==> src/rtl/foc_ipcp_pkg.sv <==
`timescale 1ns / 1ps
package foc_ipcp_pkg;

   localparam int ENCODER_BITS    = 12;
   localparam int SINE_TABLE_BITS = 10;

   localparam int QTR_BITS  = SINE_TABLE_BITS - 2;
   localparam int QTR_DEPTH = 1 << QTR_BITS;

   localparam int Q_BITS         = 16;
   localparam int BITS_PER_STAGE = 2;
   localparam int DIV_STAGES     = Q_BITS / BITS_PER_STAGE;

   localparam int NUM_LANES = 3;
   localparam int MAG_W     = 17;
   localparam int NUM_W     = MAG_W + 16;

   localparam logic [15:0] POLE_PAIRS_RST = 16'd7;
   localparam logic [15:0] VOLT_Q_RST     = 16'd4915;
   localparam logic [MAG_W-1:0] Q15_ONE   = MAG_W'(32768);

   typedef enum logic [1:0] {
      CSR_POLE_PAIRS   = 2'd0,
      CSR_ANGLE_OFFSET = 2'd1,
      CSR_VOLT_D       = 2'd2,
      CSR_VOLT_Q       = 2'd3
   } csr_index_type;

   typedef struct packed {
      logic [NUM_LANES-1:0][NUM_W-1:0] num;
      logic [NUM_LANES-1:0][MAG_W-1:0] mag;
      logic [NUM_LANES-1:0]            neg;
      logic [MAG_W-1:0]                m;
      logic                            scaled;
   } div_in_type;

   typedef struct packed {
      logic [NUM_LANES-1:0][Q_BITS-1:0] quo;
      logic [NUM_LANES-1:0][MAG_W-1:0]  mag;
      logic [NUM_LANES-1:0]             neg;
      logic                             scaled;
   } div_out_type;

   typedef logic [15:0] qtab_type [QTR_DEPTH];

   function automatic logic [15:0] quarter_sine(longint x);
      longint x2;
      longint r;
      longint s;
      x2 = (x * x) >>> 15;
      r  = 21167 - ((2611 * x2) >>> 15);
      r  = 51472 - ((x2 * r) >>> 15);
      s  = (x * r) >>> 15;
      if (s > 32767) begin
         s = 32767;
      end
      return 16'(s);
   endfunction

   function automatic qtab_type build_qtab();
      qtab_type t;
      for (int k = 0; k < QTR_DEPTH; k++) begin
         t[k] = quarter_sine(longint'(k) << (17 - SINE_TABLE_BITS));
      end
      return t;
   endfunction

   localparam qtab_type QTAB = build_qtab();

   // quarter-wave table unfolded by quadrant symmetry
   function automatic logic signed [15:0] sine_lookup(logic [SINE_TABLE_BITS-1:0] idx);
      logic [1:0]          quad;
      logic [QTR_BITS-1:0] k;
      logic [15:0]         s;
      quad = idx[SINE_TABLE_BITS-1 -: 2];
      k    = idx[QTR_BITS-1:0];
      if (quad[0]) begin
         if (k == '0) begin
            s = 16'd32767;
         end else begin
            s = QTAB[QTR_BITS'(-k)];
         end
      end else begin
         s = QTAB[k];
      end
      return quad[1] ? -$signed(s) : $signed(s);
   endfunction

endpackage

==> src/rtl/foc_ipcp_divider.sv <==
`timescale 1ns / 1ps
module foc_ipcp_divider
   import foc_ipcp_pkg::*;
(
   input  logic                  clock,
   input  logic [DIV_STAGES-1:0] en,
   input  div_in_type            div_in,
   output div_out_type           div_out
);

   typedef struct packed {
      logic [NUM_LANES-1:0][MAG_W-1:0]  rem;
      logic [NUM_LANES-1:0][Q_BITS-1:0] nlo;
      logic [NUM_LANES-1:0][MAG_W-1:0]  mag;
      logic [NUM_LANES-1:0]             neg;
      logic [MAG_W-1:0]                 m;
      logic                             scaled;
   } div_stage_type;

   div_stage_type stage_ff [DIV_STAGES];
   div_stage_type stage_in [DIV_STAGES];

   always_comb begin
      div_stage_type cur;
      logic [MAG_W:0] trial;
      logic           ge;
      for (int s = 0; s < DIV_STAGES; s++) begin
         if (s == 0) begin
            cur.mag    = div_in.mag;
            cur.neg    = div_in.neg;
            cur.m      = div_in.m;
            cur.scaled = div_in.scaled;
            for (int l = 0; l < NUM_LANES; l++) begin
               cur.rem[l] = div_in.num[l][NUM_W-1:Q_BITS];
               cur.nlo[l] = div_in.num[l][Q_BITS-1:0];
            end
         end else begin
            cur = stage_ff[s-1];
         end
         // restoring steps: shift in the next dividend bit, keep the quotient bit
         for (int b = 0; b < BITS_PER_STAGE; b++) begin
            for (int l = 0; l < NUM_LANES; l++) begin
               trial = {cur.rem[l], cur.nlo[l][Q_BITS-1]};
               ge    = trial >= {1'b0, cur.m};
               if (ge) begin
                  trial = trial - {1'b0, cur.m};
               end
               cur.rem[l] = trial[MAG_W-1:0];
               cur.nlo[l] = {cur.nlo[l][Q_BITS-2:0], ge};
            end
         end
         stage_in[s] = cur;
      end
   end

   always_ff @(posedge clock) begin
      for (int s = 0; s < DIV_STAGES; s++) begin
         if (en[s]) begin
            stage_ff[s] <= stage_in[s];
         end
      end
   end

   assign div_out.quo    = stage_ff[DIV_STAGES-1].nlo;
   assign div_out.mag    = stage_ff[DIV_STAGES-1].mag;
   assign div_out.neg    = stage_ff[DIV_STAGES-1].neg;
   assign div_out.scaled = stage_ff[DIV_STAGES-1].scaled;

endmodule

==> config.mk <==
export PLATFORM = sky130hd
export DESIGN_NAME = foc_ipcp_divider
export DESIGN_NICKNAME = d
export VERILOG_FILES = /design/src/rtl/foc_ipcp_pkg.sv /design/src/rtl/foc_ipcp_divider.sv
export SDC_FILE = /design/constraint.sdc
export NUM_CORES = 2
export LEC_CHECK = 0
export ABC_AREA = 1
export BUFFER_PORTS_ARGS = -buffer_cell sky130_fd_sc_hd__buf_2
export CAP_MARGIN = 0
export CORE_AREA = 2 2 462 464
export DETAILED_ROUTE_END_ITERATION = 8
export DIE_AREA = 0 0 464 466
export HOLD_SLACK_MARGIN = 0.1
export PLACE_DENSITY_LB_ADDON = 0.12
export SLEW_MARGIN = 5
export SYNTH_ARGS = -nofsm -noshare
export SYNTH_HDL_FRONTEND = slang
export SYNTH_SLANG_ARGS = --single-unit
==> constraint.sdc <==
create_clock -name clock -period 3.8 [get_ports clock]
set_input_delay 0.19 -clock clock [delete_from_list [all_inputs] [get_ports clock]]
set_output_delay 0.19 -clock clock [all_outputs]
set_load 0.005 [all_outputs]
; ---- Yosys cells after proc, flatten, opt, wreduce, memory -nomap -nowiden
; Memory sizes are Yosys's and may differ from the RTL's.
; Index checks and enable logic that the tools add are counted.
[op_classes]
add_sub_neg = 48
n_mux = 64
magnitude_cmp = 48
[ops]
columns = op, count
row1 = $ge A18 B17 Y1, 48
row2 = $mux W17, 48
row3 = $sub A17 B17 Y17, 48
row4 = $mux W1, 16
[word_totals]
input_bits = 180
ramBits = 1368
out_inout_bits = 103
register_bits = 0
word_cells = 161
n_memories = 1
[mem_list]
columns = name, words, width, rd, rd_ports_with_merged_regs, wr, line_no
row1 = stage_ff, 8, 171, 8, 0, 8, foc_ipcp_divider.sv:20  ; div_stage_type stage_ff [DIV_STAGES];

; ---- Depth between registers and ports, before layout
[depth]
depth_word = 4
ltp_mapped = 32
mapped_depth_nobuf = 30

; ---- Least setup slack after synthesis
; OpenSTA, ideal clock, no wires.
[synth_path]
path_type = register to register
start = memory stage_ff[0][514] in the netlist's numbering
end = memory stage_ff[1][140] in the netlist's numbering, data pin
stages_incl_launch_ff = 28
required_ns = 3.548
setup_ns = 0.252
t_arrival_ns = 3.574
synth_period_minus_slack_ns = 3.827
path_buffers = 2
path_slack_ns = -0.027
path_cell_list = edfxtp_1 ha_1 inv_1 fa_1 nand3_1 nand3_1 nand2_1 nand2_1 nand2_1 nand2_2 nand2_1 nand2_2 buf_6 or2_2 nand2_1 inv_1 ha_1 nand2_1 nor2_1 nand2_1 o31a_1 nand2_1 nand2_1 nand2_1 nor2_4 buf_4 nand2_1 nand2_1
[synth_lines]
columns = item, line_no
row1 = from (decl), foc_ipcp_divider.sv:20

==> impl_metrics.csv <==
group,metric,value,unit
status,status,"finished, violations left",
status,violations,"setup timing",
timing,hold_viol,0,
synthesis,netlist.area_leader.share,0.421,
final_layout,instances_no_fill,18100,
clock_tree,clk_pin_slew,0.06,ns
timing,setup_slack,-0.414,ns
worst_setup_path,critPathLaunchType,"register",
drt,viasPerCell,5.01,
worst_setup_path,critPathMaxStageDelay,0.41,ns
synthesis,synthCells,11400,
hold_path,worstHoldPathCells,2,
timing,worst_slew_pin_slew,1.08,ns
synthesis,netlist-cell-type-count,53,
timing,fin_worst_skew,0.0994,ns
drt,drt-pass1-iter-count,6,
clock_tree,cts_root_buf,"clkbuf_16",
drt,wl,331,mm
timing,setup_viol,306,
placed_design,post-place-cells,17300,
final_layout,fin_nets,16200,
global_routing,grt-ovfl-total,0,
synthesis,synthFlopType,"edfxtp_1",
placed_design,hpwlAfterDp,261,mm
final_layout,drive_above_1_share,0.316,
final_layout,top_register,"stage_ff",
clock_tree,cts_tree,"yes",
timing,period_share,1.11,
synthesis,yosysTopAreaCell,"edfxtp_1",
drt,ant_nets,0,
worst_setup_path,r2r_start,"stage_ff[1][13]$_DFFE_PP_",
worst_setup_path,crit_path_end_kind,"register",
timing,rsz0062_at_grt,"true",
worst_setup_path,arrival,4.78,ns
synthesis,synthTopCellsByArea,"edfxtp_1 (42%), nand2_1 (17%), ha_1 (11%)",
clock_tree,numCtsBuffers,150,
synthesis,synth_nets,12400,
worst_setup_path,critical_path_class,"register to register",
worst_setup_path,rr_worst_depth,26,
worst_setup_path,critPathSlowestCell,"edfxtp_1",
clock_tree,htreeDepth,4,
timing,fin_crit,4.21,ns
hold_path,hp-class,"input pin to register",
clock_tree,cts_max_path_buffers,3,
worst_setup_path,cp.required,4.36,ns
placed_design,post-place-ws,-0.668,ns
global_routing,antenna_found_initial,5,
clock_tree,clkSinkCount,1300,
hold_path,holdPathEnd,"stage_ff[0][118]$_DFFE_PP_",
die,dieArea,216000,sq um
worst_setup_path,rrSetupSlack,-0.41,ns
synthesis,synth.most_common_cell,"nand2_1",
timing,relSlewSlack,0.278,
die,start_util,0.439,
synthesis,yosys_register_bits,1300,
global_routing,grt_pass1_vias,89800,
drt,drt-initial-drc-count,5733,
worst_setup_path,reg2reg_to,"stage_ff[1][313]$_DFFE_PP_",
synthesis,syn_area_per_cell,8.13,sq um
clock_tree,clk-insertion-delay-late,0.87,ns
die,ioPinCount,283,
placed_design,routabilityCongestion,0.988,
hold_path,min_from,"div_in[150]",
global_routing,grt_pass1_wl,503,mm
synthesis,yosysSeqAreaShare,0.421,
die,num_rows,169,
drt,vias,90600,
run,maxCapViolations,0,
synthesis,synthArstFlopShare,0,
worst_setup_path,crit_fanout,8,
synthesis,synthesis.area,92600,sq um
global_routing,grt_max_degree,102,
placed_design,io_buffers,282,
global_routing,grt_use_total,0.299,
die,core,211000,sq um
synthesis,synth_common_cells,"nand2_1 (4,101), edfxtp_1 (1,300), inv_1 (1,285), ha_1 (816), nand3_1 (755)",
die,die_w,464,um
timing,slew_violations,0,
synthesis,synth-edff-count,1300,
timing,clock.fmax,237,MHz
final_layout,area_growth_syn_to_layout,45.8,%
final_layout,largest_register_ffs,1300,
final_layout,fin_util,0.639,
drt,drc_errors,0,
worst_setup_path,path_common_cell,"nand2_1",
final_layout,reg.largest.list,"stage_ff: 1300 flops",
drt,wl_per_cell,18.3,um
synthesis,ys_warn_count,0,
die,die_h,466,um
-- cells by family (layout without fill, tap and decap cells) --
logic type / after synthesis / in the layout / synth area share
compound gates: 1281 / 1281 / 0.0750
other cells: 0 / 3 / 0
fa+ha+maj: 861 / 861 / 0.120
xor+xnor: 427 / 427 / 0.0404
simple gates: 5991 / 5999 / 0.272
flops: 1300 / 1300 / 0.421
buf+inv: 1532 / 5382 / 0.0715
-- metrics by stage --
step | area [sq um] | hold slack [ns] | setup TNS, ns
2_1_floorplan | 92600 | 0.289 | -0.00256
3_3_place_gp | 120000 | 0.367 | -123.41
3_5_place_dp | 120000 | 0.368 | -138.62
4_1_cts | 132000 | 0.112 | -31.39
5_1_grt | 135000 | 0.146 | -122.49
6_report | 135000 | 0.181 | -40.97
-- layout make-up --
class                   count  area (sq um)
multi-input cells        8568         51500
inverters                1305          5000
diodes                      3          7.51
clock inverters           104          1410
clock buffers             172          3840
flip-flops and latches   1300         39000
repair buffers           3800         30700
fillers                 18000         76200
repair inverters            1          6.26
well taps                2821          3530
-- cells in the final DEF (no fill, tap or decap), drive strengths merged, types with 6 or more instances in the layout --
cell type    netlist  routed
a21o              44      44
and2              30      30
xor2             250     250
a31oi             25      25
and3              28      28
bufinv             0      19
a21boi            23      23
nand4             81      81
edfxtp          1300    1300
fa                45      45
clkbuf             9     182
o21ai            472     472
buf              218    3515
or2               69      69
nor4              15      15
clkinvlp           0      17
o21bai            56      56
nor3              97      97
clkinv             1      68
nor2             631     631
o21a              13      13
a211oi             6       6
nand3            778     784
nand2           4151    4153
ha               816     816
inv             1304    1306
nand3b           107     107
a21oi            633     633
xnor2            177     177
dlygate4sd3        0     274
-- per-layer routing --
layer / up-vias / wire length [um] / GRT usage
li1: 45300 / - / -
met1: 42400 / 143000 / 0.381
met2: 2277 / 160000 / 0.521
met3: 607 / 14300 / 0.0318
met4: 2 / 13900 / 0.113
met5: - / 11 / 0
-- worst max-delay path by stage --
stage	from	to	depth (start not counted)	slack (ns)
floorplan	stage_ff[1][173]$_DFFE_PP_	stage_ff[1][414]$_DFFE_PP_	29	-0.003
global placement	stage_ff[1][290]$_DFFE_PP_	stage_ff[1][512]$_DFFE_PP_	30	-0.63
global route	stage_ff[1][13]$_DFFE_PP_	stage_ff[1][314]$_DFFE_PP_	26	-0.56
finish	stage_ff[1][13]$_DFFE_PP_	stage_ff[1][313]$_DFFE_PP_	26	-0.41
detailed placement	stage_ff[1][290]$_DFFE_PP_	stage_ff[1][512]$_DFFE_PP_	30	-0.67
CTS	stage_ff[0][514]$_DFFE_PP_	stage_ff[1][139]$_DFFE_PP_	28	-0.19
-- critical path, delay by kind of cell (launching register included) --
kind            cells  cell delay [ns]
buf+inv             8             1.16
simple gates       13             1.15
fa+ha+maj           2             0.62
compound gates      3             0.60
flops               1             0.41
-- repair_timing --
action,in CTS,in global routing
gates resized for setup,639,502
cloned,20,8
setup buffers,141,59
endpoints found under the hold margin,792,0
hold buffers,274,0
pin swaps,106,123
endpoints found under the setup margin,325,344
Power is not shown: default switching activity piles up to over one toggle a cycle in this logic, so the estimate is an artifact.
